## config.mk

```make
export PLATFORM = sky130hd
export DESIGN_NAME = rotation_matrix_composer
export DESIGN_NICKNAME = d
export VERILOG_FILES = /design/src/rtl/core/rmc_pkg.sv /design/src/rtl/core/rmc_cordic.sv /design/src/rtl/core/rotation_matrix_composer.sv
export SDC_FILE = /design/constraint.sdc
export NUM_CORES = 2
export LEC_CHECK = 0
export CAP_MARGIN = 15
export CORE_ASPECT_RATIO = 1.75
export CORE_MARGIN = 2
export CORE_UTILIZATION = 36
export DETAILED_ROUTE_END_ITERATION = 7
export DONT_BUFFER_PORTS = 1
export GPL_ROUTABILITY_DRIVEN = 0
export HOLD_SLACK_MARGIN = 0.12
export MAX_ROUTING_LAYER = met4
export SLEW_MARGIN = 20
export SYNTH_ARGS = -nofsm -noshare
export SYNTH_HDL_FRONTEND = slang
export SYNTH_SLANG_ARGS = --single-unit
```

## constraint.sdc

```tcl
create_clock -name clk -period 14.7 [get_ports clk]
set_clock_uncertainty 0.2 [all_clocks]
set_input_delay 2.94 -clock clk [delete_from_list [all_inputs] [get_ports clk]]
set_output_delay 2.94 -clock clk [all_outputs]
set_load 0.01 [all_outputs]
```

## src/rtl/core/rmc_pkg.sv

```systemverilog
// Shared types and constants for the rotation matrix composer.
// No dependencies; used by rmc_cordic and rotation_matrix_composer.
`timescale 1ns / 1ps

package rmc_pkg;

  typedef enum logic [2:0] {
    S_IDLE,
    S_CORDIC,
    S_ROT,
    S_EMIT_RD,
    S_EMIT_LD
  } rmc_state_t;

  typedef enum logic [1:0] {
    AXIS_X    = 2'd0,
    AXIS_Y    = 2'd1,
    AXIS_Z    = 2'd2,
    AXIS_NONE = 2'd3
  } rmc_axis_t;

  localparam logic KIND_RELOAD = 1'b0;

  // Q2.30 constants held as signed values of 34 or 35 bits.
  localparam logic signed [34:0] Q30_PI      = 35'sd3373259426;
  localparam logic signed [34:0] Q30_HALF_PI = 35'sd1686629713;
  localparam logic signed [33:0] Q30_GAIN    = 34'sd652032874;

  // atan(2^-i) in Q2.30.
  localparam logic [31:0] ATAN_Q30 [32] = '{
    32'd843314856, 32'd497837829, 32'd263043836, 32'd133525158, 32'd67021686,
    32'd33543515, 32'd16775850, 32'd8388437, 32'd4194282, 32'd2097149,
    32'd1048575, 32'd524287, 32'd262143, 32'd131071, 32'd65535, 32'd32767,
    32'd16383, 32'd8191, 32'd4095, 32'd2047, 32'd1023, 32'd511, 32'd255,
    32'd127, 32'd63, 32'd31, 32'd15, 32'd8, 32'd4, 32'd2, 32'd1, 32'd0
  };

endpackage

```

## src/rtl/core/rmc_cordic.sv

```systemverilog
// Iterative rotation-mode CORDIC giving sine and cosine of a Q2.13 angle.
// Uses rmc_pkg for the arctangent table and Q2.30 constants.
`timescale 1ns / 1ps

module rmc_cordic #(
  parameter int ENTRY_FRAC_BITS = 16,
  parameter int CORDIC_STEPS    = 16
) (
  input  logic                              clk,
  input  logic                              rst,
  input  logic                              start,
  input  logic signed [15:0]                angle,
  output logic                              done,
  output logic signed [ENTRY_FRAC_BITS+1:0] sin_val,
  output logic signed [ENTRY_FRAC_BITS+1:0] cos_val
);

  localparam int EW = ENTRY_FRAC_BITS + 2;
  localparam int RS = 30 - ENTRY_FRAC_BITS;
  localparam logic signed [35:0] HALF = (RS > 0) ? (36'sd1 <<< (RS - 1)) : 36'sd0;
  localparam logic signed [35:0] ONE  = 36'sd1 <<< ENTRY_FRAC_BITS;
  localparam logic [4:0] LAST = 5'(CORDIC_STEPS - 1);

  logic              busy;
  logic              fin;
  logic              flip;
  logic [4:0]        cnt;
  logic signed [33:0] x;
  logic signed [33:0] y;
  logic signed [34:0] z;
  logic signed [34:0] z0;
  logic signed [33:0] dx;
  logic signed [33:0] dy;
  logic signed [34:0] at;

  function automatic logic signed [EW-1:0] narrow(input logic signed [33:0] v);
    logic signed [35:0] t;
    t = 36'(v) + HALF;
    t = t >>> RS;
    if (t > ONE) t = ONE;
    else if (t < -ONE) t = -ONE;
    return t[EW-1:0];
  endfunction

  always_comb begin
    z0 = 35'(angle) <<< 17;
    dx = y >>> cnt;
    dy = x >>> cnt;
    at = 35'(rmc_pkg::ATAN_Q30[cnt]);
  end

  always_ff @(posedge clk) begin
    if (rst) begin
      busy <= 1'b0;
      fin  <= 1'b0;
      done <= 1'b0;
    end else begin
      done <= fin;
      fin  <= 1'b0;
      if (start) begin
        busy <= 1'b1;
        cnt  <= '0;
        x    <= rmc_pkg::Q30_GAIN;
        y    <= '0;
        if (z0 > rmc_pkg::Q30_HALF_PI) begin
          z    <= z0 - rmc_pkg::Q30_PI;
          flip <= 1'b1;
        end else if (z0 < -rmc_pkg::Q30_HALF_PI) begin
          z    <= z0 + rmc_pkg::Q30_PI;
          flip <= 1'b1;
        end else begin
          z    <= z0;
          flip <= 1'b0;
        end
      end else if (busy) begin
        if (!z[34]) begin
          x <= x - dx;
          y <= y + dy;
          z <= z - at;
        end else begin
          x <= x + dx;
          y <= y - dy;
          z <= z + at;
        end
        cnt <= cnt + 5'd1;
        if (cnt == LAST) begin
          busy <= 1'b0;
          fin  <= 1'b1;
        end
      end
      if (fin) begin
        cos_val <= narrow(flip ? -x : x);
        sin_val <= narrow(flip ? -y : y);
      end
    end
  end

endmodule

```

## src/rtl/core/rotation_matrix_composer.sv

```systemverilog
// Rotation matrix composer: holds a 4x4 transform and right-multiplies it
// by elementary rotations. Depends on rmc_pkg and rmc_cordic.
`timescale 1ns / 1ps

// Usage:
// The input channel (in_valid, in_stall, kind, axis, angle) takes one item
// at a time. A reload item restores the identity; a rotation item computes
// M = M * R about the given axis. Axis three leaves the matrix unchanged.
// Each item produces four result items on the output channel, rows 0 to 3,
// with last_row set on row 3.
// The matrix is kept in a four-row memory (one row per word, registered
// read). A rotation runs the CORDIC for CORDIC_STEPS iterations, then
// visits each row in seven phases with one shared multiplier (four
// products per row) before its first row appears; each row is emitted
// through a read state (S_EMIT_RD) and a load state (S_EMIT_LD).
// A reload or axis-three item goes straight to emission. in_stall is high
// for the whole of an item's work, so items are processed one at a time.
// Reset clears the row valid bits, so every row reads as identity until it
// is written; no clearing pass is needed. When the receiver stalls, the
// output register holds its row and the block waits before the next row.
module rotation_matrix_composer #(
  parameter int ENTRY_FRAC_BITS = 16,
  parameter int CORDIC_STEPS    = 16
) (
  input  logic                              clk,
  input  logic                              rst,
  input  logic                              in_valid,
  output logic                              in_stall,
  input  logic                              kind,
  input  logic [1:0]                        axis,
  input  logic signed [15:0]                angle,
  output logic                              out_valid,
  input  logic                              out_stall,
  output logic [1:0]                        row_index,
  output logic signed [ENTRY_FRAC_BITS+1:0] col0,
  output logic signed [ENTRY_FRAC_BITS+1:0] col1,
  output logic signed [ENTRY_FRAC_BITS+1:0] col2,
  output logic signed [ENTRY_FRAC_BITS+1:0] col3,
  output logic                              last_row
);

  localparam int EW = ENTRY_FRAC_BITS + 2;
  localparam int PW = 2 * EW;
  localparam logic signed [PW+1:0] ONE  = (PW+2)'(1) <<< ENTRY_FRAC_BITS;
  localparam logic signed [PW+1:0] HALF = (PW+2)'(1) <<< (ENTRY_FRAC_BITS - 1);
  localparam logic signed [EW-1:0] E_ONE = EW'(1) <<< ENTRY_FRAC_BITS;
  localparam logic [2:0] PH_LAST = 3'd6;

  rmc_pkg::rmc_state_t state, state_next;

  logic [2:0] ph;
  logic [1:0] row_cnt;
  logic [1:0] ca;
  logic [1:0] cb;
  logic       in_acc;
  logic       cor_start;
  logic       cor_done;
  logic signed [EW-1:0] sn;
  logic signed [EW-1:0] cs;

  // Row memory and its valid bits; an invalid row reads as identity.
  logic [4*EW-1:0] mem [4];
  logic [4*EW-1:0] mem_q;
  logic [3:0]      row_vld;
  logic            rd_vld_q;
  logic [1:0]      rd_row_q;
  logic            rd_en;
  logic            wr_en;
  logic            out_free;
  logic            out_load;
  logic [4*EW-1:0] rd_eff;
  logic [4*EW-1:0] ident;
  logic [4*EW-1:0] wr_data;

  logic signed [EW-1:0] row_q [4];
  logic signed [EW-1:0] a_val;
  logic signed [EW-1:0] b_val;
  logic signed [EW-1:0] op_a;
  logic signed [EW-1:0] op_b;
  logic signed [PW-1:0] prod;
  logic signed [PW-1:0] acc;
  logic signed [EW-1:0] na;
  logic signed [EW-1:0] nb;

  function automatic logic signed [EW-1:0] narrow(input logic signed [PW:0] v);
    logic signed [PW+1:0] t;
    t = (PW+2)'(v) + HALF;
    t = t >>> ENTRY_FRAC_BITS;
    if (t > ONE) t = ONE;
    else if (t < -ONE) t = -ONE;
    return t[EW-1:0];
  endfunction

  rmc_cordic #(
    .ENTRY_FRAC_BITS(ENTRY_FRAC_BITS),
    .CORDIC_STEPS   (CORDIC_STEPS)
  ) u_cordic (
    .clk    (clk),
    .rst    (rst),
    .start  (cor_start),
    .angle  (angle),
    .done   (cor_done),
    .sin_val(sn),
    .cos_val(cs)
  );

  assign in_acc    = in_valid && !in_stall;
  assign cor_start = in_acc && (kind != rmc_pkg::KIND_RELOAD)
                     && (axis != rmc_pkg::AXIS_NONE);
  assign out_free  = !out_valid || !out_stall;

  // Next state.
  always_comb begin
    state_next = state;
    unique case (state)
      rmc_pkg::S_IDLE: begin
        if (cor_start) state_next = rmc_pkg::S_CORDIC;
        else if (in_acc) state_next = rmc_pkg::S_EMIT_RD;
      end
      rmc_pkg::S_CORDIC: begin
        if (cor_done) state_next = rmc_pkg::S_ROT;
      end
      rmc_pkg::S_ROT: begin
        if (ph == PH_LAST && row_cnt == 2'd3) state_next = rmc_pkg::S_EMIT_RD;
      end
      rmc_pkg::S_EMIT_RD: state_next = rmc_pkg::S_EMIT_LD;
      rmc_pkg::S_EMIT_LD: begin
        if (out_free) state_next = (row_cnt == 2'd3) ? rmc_pkg::S_IDLE : rmc_pkg::S_EMIT_RD;
      end
      default: state_next = rmc_pkg::S_IDLE;
    endcase
  end

  // State outputs.
  always_comb begin
    in_stall = 1'b1;
    rd_en    = 1'b0;
    wr_en    = 1'b0;
    out_load = 1'b0;
    unique case (state)
      rmc_pkg::S_IDLE:    in_stall = 1'b0;
      rmc_pkg::S_CORDIC:  ;
      rmc_pkg::S_ROT: begin
        rd_en = (ph == 3'd0);
        wr_en = (ph == PH_LAST);
      end
      rmc_pkg::S_EMIT_RD: rd_en = 1'b1;
      rmc_pkg::S_EMIT_LD: out_load = out_free;
      default: ;
    endcase
  end

  always_comb begin
    for (int c = 0; c < 4; c++) begin
      ident[c*EW +: EW] = (2'(c) == rd_row_q) ? E_ONE : '0;
    end
    rd_eff = rd_vld_q ? mem_q : ident;
    a_val  = row_q[ca];
    b_val  = row_q[cb];
    unique case (ph)
      3'd2:    begin op_a = a_val; op_b = cs; end
      3'd3:    begin op_a = b_val; op_b = sn; end
      3'd4:    begin op_a = b_val; op_b = cs; end
      default: begin op_a = a_val; op_b = sn; end
    endcase
    nb = narrow((PW+1)'(acc) - (PW+1)'(prod));
    for (int c = 0; c < 4; c++) begin
      if (2'(c) == ca) wr_data[c*EW +: EW] = na;
      else if (2'(c) == cb) wr_data[c*EW +: EW] = nb;
      else wr_data[c*EW +: EW] = row_q[c];
    end
  end

  always_ff @(posedge clk) begin
    if (rd_en) begin
      mem_q    <= mem[row_cnt];
      rd_vld_q <= row_vld[row_cnt];
      rd_row_q <= row_cnt;
    end
    if (wr_en) begin
      mem[row_cnt] <= wr_data;
    end
  end

  // Rotation datapath: one product per cycle, accumulated into a new pair.
  always_ff @(posedge clk) begin
    if (state == rmc_pkg::S_ROT) begin
      if (ph == 3'd1) begin
        for (int c = 0; c < 4; c++) row_q[c] <= rd_eff[c*EW +: EW];
      end
      prod <= op_a * op_b;
      if (ph == 3'd3 || ph == 3'd5) acc <= prod;
      if (ph == 3'd4) na <= narrow((PW+1)'(acc) + (PW+1)'(prod));
    end
  end

  always_ff @(posedge clk) begin
    if (rst) begin
      state     <= rmc_pkg::S_IDLE;
      ph        <= '0;
      row_cnt   <= '0;
      row_vld   <= '0;
      out_valid <= 1'b0;
    end else begin
      state <= state_next;
      if (in_acc) begin
        if (kind == rmc_pkg::KIND_RELOAD) row_vld <= '0;
        unique case (rmc_pkg::rmc_axis_t'(axis))
          rmc_pkg::AXIS_X:    begin ca <= 2'd1; cb <= 2'd2; end
          rmc_pkg::AXIS_Y:    begin ca <= 2'd2; cb <= 2'd0; end
          rmc_pkg::AXIS_Z:    begin ca <= 2'd0; cb <= 2'd1; end
          rmc_pkg::AXIS_NONE: begin ca <= 2'd0; cb <= 2'd1; end
        endcase
      end
      if (wr_en) row_vld[row_cnt] <= 1'b1;
      if (state == rmc_pkg::S_ROT) begin
        ph <= (ph == PH_LAST) ? 3'd0 : ph + 3'd1;
        if (ph == PH_LAST) row_cnt <= row_cnt + 2'd1;
      end
      if (out_load) begin
        row_cnt   <= row_cnt + 2'd1;
        out_valid <= 1'b1;
      end else if (!out_stall) begin
        out_valid <= 1'b0;
      end
    end
  end

  always_ff @(posedge clk) begin
    if (out_load) begin
      row_index <= rd_row_q;
      col0      <= rd_eff[0*EW +: EW];
      col1      <= rd_eff[1*EW +: EW];
      col2      <= rd_eff[2*EW +: EW];
      col3      <= rd_eff[3*EW +: EW];
      last_row  <= (rd_row_q == 2'd3);
    end
  end

  // An accepted item always moves the controller out of idle.
  a_leave_idle: assert property (@(posedge clk) disable iff (rst)
    in_acc |=> state != rmc_pkg::S_IDLE)
    else $error("accepted item left controller idle");

  // The row counter is back at zero whenever the block is idle.
  a_idle_row: assert property (@(posedge clk) disable iff (rst)
    state == rmc_pkg::S_IDLE |-> row_cnt == 2'd0)
    else $error("row counter not zero in idle");

  // CORDIC results only arrive while the controller waits for them.
  a_cordic_done: assert property (@(posedge clk) disable iff (rst)
    cor_done |-> state == rmc_pkg::S_CORDIC)
    else $error("unexpected CORDIC completion");

  // A row write is always followed by either the next row read or emission.
  a_write_next: assert property (@(posedge clk) disable iff (rst)
    wr_en |=> (state == rmc_pkg::S_ROT && ph == 3'd0) || state == rmc_pkg::S_EMIT_RD)
    else $error("row write out of sequence");

endmodule
```

==> flow_summary.toml <==
[cts]
cts_resized = 0
root_buffer = "clkbuf_16"
post_cts_buffers = 0
cts_hold_buf = 0
cts_tree = "yes"
worstSkewPairLatency_ps = 700
clock_sinks = 767
h-tree-depth = 3
clkTransAtPathRegs_ps = 70
clk_path_buf_depth = 3
cts_buffers = 77

[worst_hold_path]
hold_path.class = "reg -> reg"

[global_route]
overflow = 0
grt_pass1_wl_mm = 284
grt_usage = 0.228
first_global_vias = 45600
grt_max_degree = 78
antenna_found_initial = 1

[critical_path]
critPathRequiredTime_ps = 15050
max_stage_delay_ps = 880
crit_path_end_kind = "register"
crit_start = "ph[2]$_SDFFE_PP0P_"
worst_r2r_endpoint = "prod[33]$_DFFE_PP_"
start_kind = "register"
cp.arrival_ps = 9710
reg2regPathDepth = 27
critPathCapture = "prod[33]$_DFFE_PP_"
r2r_setup_slack_ps = 5330
crit_type = "reg -> reg"
rr_startpoint = "ph[2]$_SDFFE_PP0P_"
cp_max_fo = 31
crit_slowest_cell = "mux2i_1"

[run_status]
status = "finished clean"

[timing]
fmax_mhz = 107
rsz0062_at_grt = "false"
tns_ps = 0
fin_crit_ps = 9370
hold_viol_final = 0
slew_headroom = 0.176
drv_slew = 0
tightest_slew_ps = 1240
setup_violations = 0
period_share = 0.637

[logic_synthesis]
synth.top_cell.area_share = 0.370
synth_area_per_cell_um2 = 10.8
synth_fp_nets = 6341
synth_area_leaders = "edfxtp_1 37%, fa_1 11%, ha_1 7.3%, mux4_2 6.6%, inv_1 3.5%"
synth_edf_count = 748
ys.flop_type = "edfxtp_1"
ys_seq_elements = 767
yosys.area.top_type = "edfxtp_1"
synth_warnings = 0
synthArstFlopShare = 0
synth_seq_area_share = 0.376
syn_area_um2 = 60700
ys_types = 101
syn_inst = 5632

[cells_and_area]
final_cell_mix = "748 x edfxtp_1, 560 x inv_1, 481 x nor2_1"
layout_commonest_cell = "edfxtp_1"
layout.nets = 6221
fillers = 16300
area_growth_pct = 7.95
drive_gt1_frac = 0.0950

[routing]
first_iter_violations = 3848
drc_errors = 0
via_per_inst = 5.76
postRouteAntennaNets = 0
totalWireLength_mm = 193
drtPass1Iterations = 8
via_count = 44800
routedWlPerCell_um = 24.7

[die]
fp-row-count = 199
initial_core_util = 0.362
dieArea_um2 = 172000
fp.dieW_um = 314
core_area_um2 = 168000
fp.dieH_um = 547
num_io_pins = 100

[placed_design]
io_buffers = 0
post-dp-hpwl_mm = 145

[flow_run]
drv_cap = 0
[per-stage QoR]
step	cells	worst slack [ps]	hold WS [ps]	area [um2]	util
floorplan	5632	6360	230	60700	-
global placement	7642	5350	262	63000	0.375
detailed placement	7643	5310	260	63000	0.375
CTS	7779	5260	266	65500	0.390
global route	7781	4850	273	65500	0.390
finish	7782	5330	261	65500	0.390
[critical path: cells and delay by family (launching register included)]
kind            cells  cell delay [ps]
buf+inv             6              760
simple gates        3              720
compound gates     10             2730
flops               1              570
mux                 1              880
fa+ha+maj           7             3300
[flip-flops by register name, summed over array words and instances (netlist names), 3 cells and up, named ones only]
signal / flops
row_q: 72
mem: 288
state: 3
u_cordic.sin_val: 18
row_vld: 4
u_cordic.z: 35
u_cordic.y: 34
ph: 3
col2: 18
u_cordic.cnt: 5
u_cordic.cos_val: 18
prod: 36
col0: 18
col1: 18
u_cordic.x: 34
acc: 36
mem_q: 72
na: 18
col3: 18
[synth_stat cells (all sizes together) (16+ instances only)]
| cell | number |
|---|---|
| buf | 93 |
| and3 | 45 |
| xor2 | 133 |
| inv | 562 |
| a31oi | 51 |
| nand4 | 33 |
| o31ai | 34 |
| mux2 | 57 |
| a21o | 66 |
| a211oi | 39 |
| dfxtp | 19 |
| nor2b | 38 |
| fa | 332 |
| nor2 | 484 |
| xnor2 | 200 |
| a21oi | 299 |
| edfxtp | 748 |
| a21boi | 16 |
| and2 | 116 |
| nand2 | 471 |
| clkbuf | 188 |
| nand3 | 75 |
| nor3 | 75 |
| or3 | 24 |
| o22ai | 51 |
| nand2b | 59 |
| mux2i | 136 |
| a22oi | 45 |
| nor4 | 28 |
| or2 | 35 |
| a221oi | 18 |
| o21ai | 236 |
| o21bai | 30 |
| o21a | 27 |
| mux4 | 189 |
| ha | 354 |
| o211ai | 35 |
[final cells by class]
class,count,area [um2],share of cell area
multi-input combinational,4021,34700,0.529
sequential,767,22900,0.349
tap,2211,2770,0.0422
inverter,563,2110,0.0323
clock buffer,94,2030,0.0310
timing repair buffer,82,628,0.00959
clock inverter,42,448,0.00684
antenna,2,5.00,0.0000764
[cell families after synthesis]
| family | after synthesis | share of synthesized area |
|---|---|---|
| AO/OA/AOI/OAI | 1080 | 0.114 |
| XOR/XNOR | 333 | 0.0481 |
| adder cells (fa/ha/maj) | 686 | 0.182 |
| buffers and inverters | 844 | 0.0551 |
| flip-flops | 767 | 0.376 |
| multiplexers | 382 | 0.104 |
| AND/OR/NAND/NOR | 1540 | 0.120 |
[how the worst min path moves through the flow]
stage,cells after the start,from,slack (ps),end
after floorplan,1,u_cordic.fin$_SDFF_PP0_,230,u_cordic.done$_SDFF_PP0_
after global placement,1,u_cordic.fin$_SDFF_PP0_,260,u_cordic.done$_SDFF_PP0_
after detailed placement,1,u_cordic.fin$_SDFF_PP0_,260,u_cordic.done$_SDFF_PP0_
after CTS,1,u_cordic.fin$_SDFF_PP0_,270,u_cordic.done$_SDFF_PP0_
after global routing,1,u_cordic.fin$_SDFF_PP0_,270,u_cordic.done$_SDFF_PP0_
final,1,u_cordic.fin$_SDFF_PP0_,260,u_cordic.done$_SDFF_PP0_
[metal layers]
| layer | GRT usage | wire (um) |
|---|---|---|
| met1 | 0.207 | 59800 |
| met2 | 0.415 | 102000 |
| met3 | 0.0377 | 11100 |
| met4 | 0.184 | 19300 |
| met5 | - | 0 |
Power is left out: the tool's default activity adds up to more than one toggle a clock period on the data nets, which glitch-free logic cannot reach.
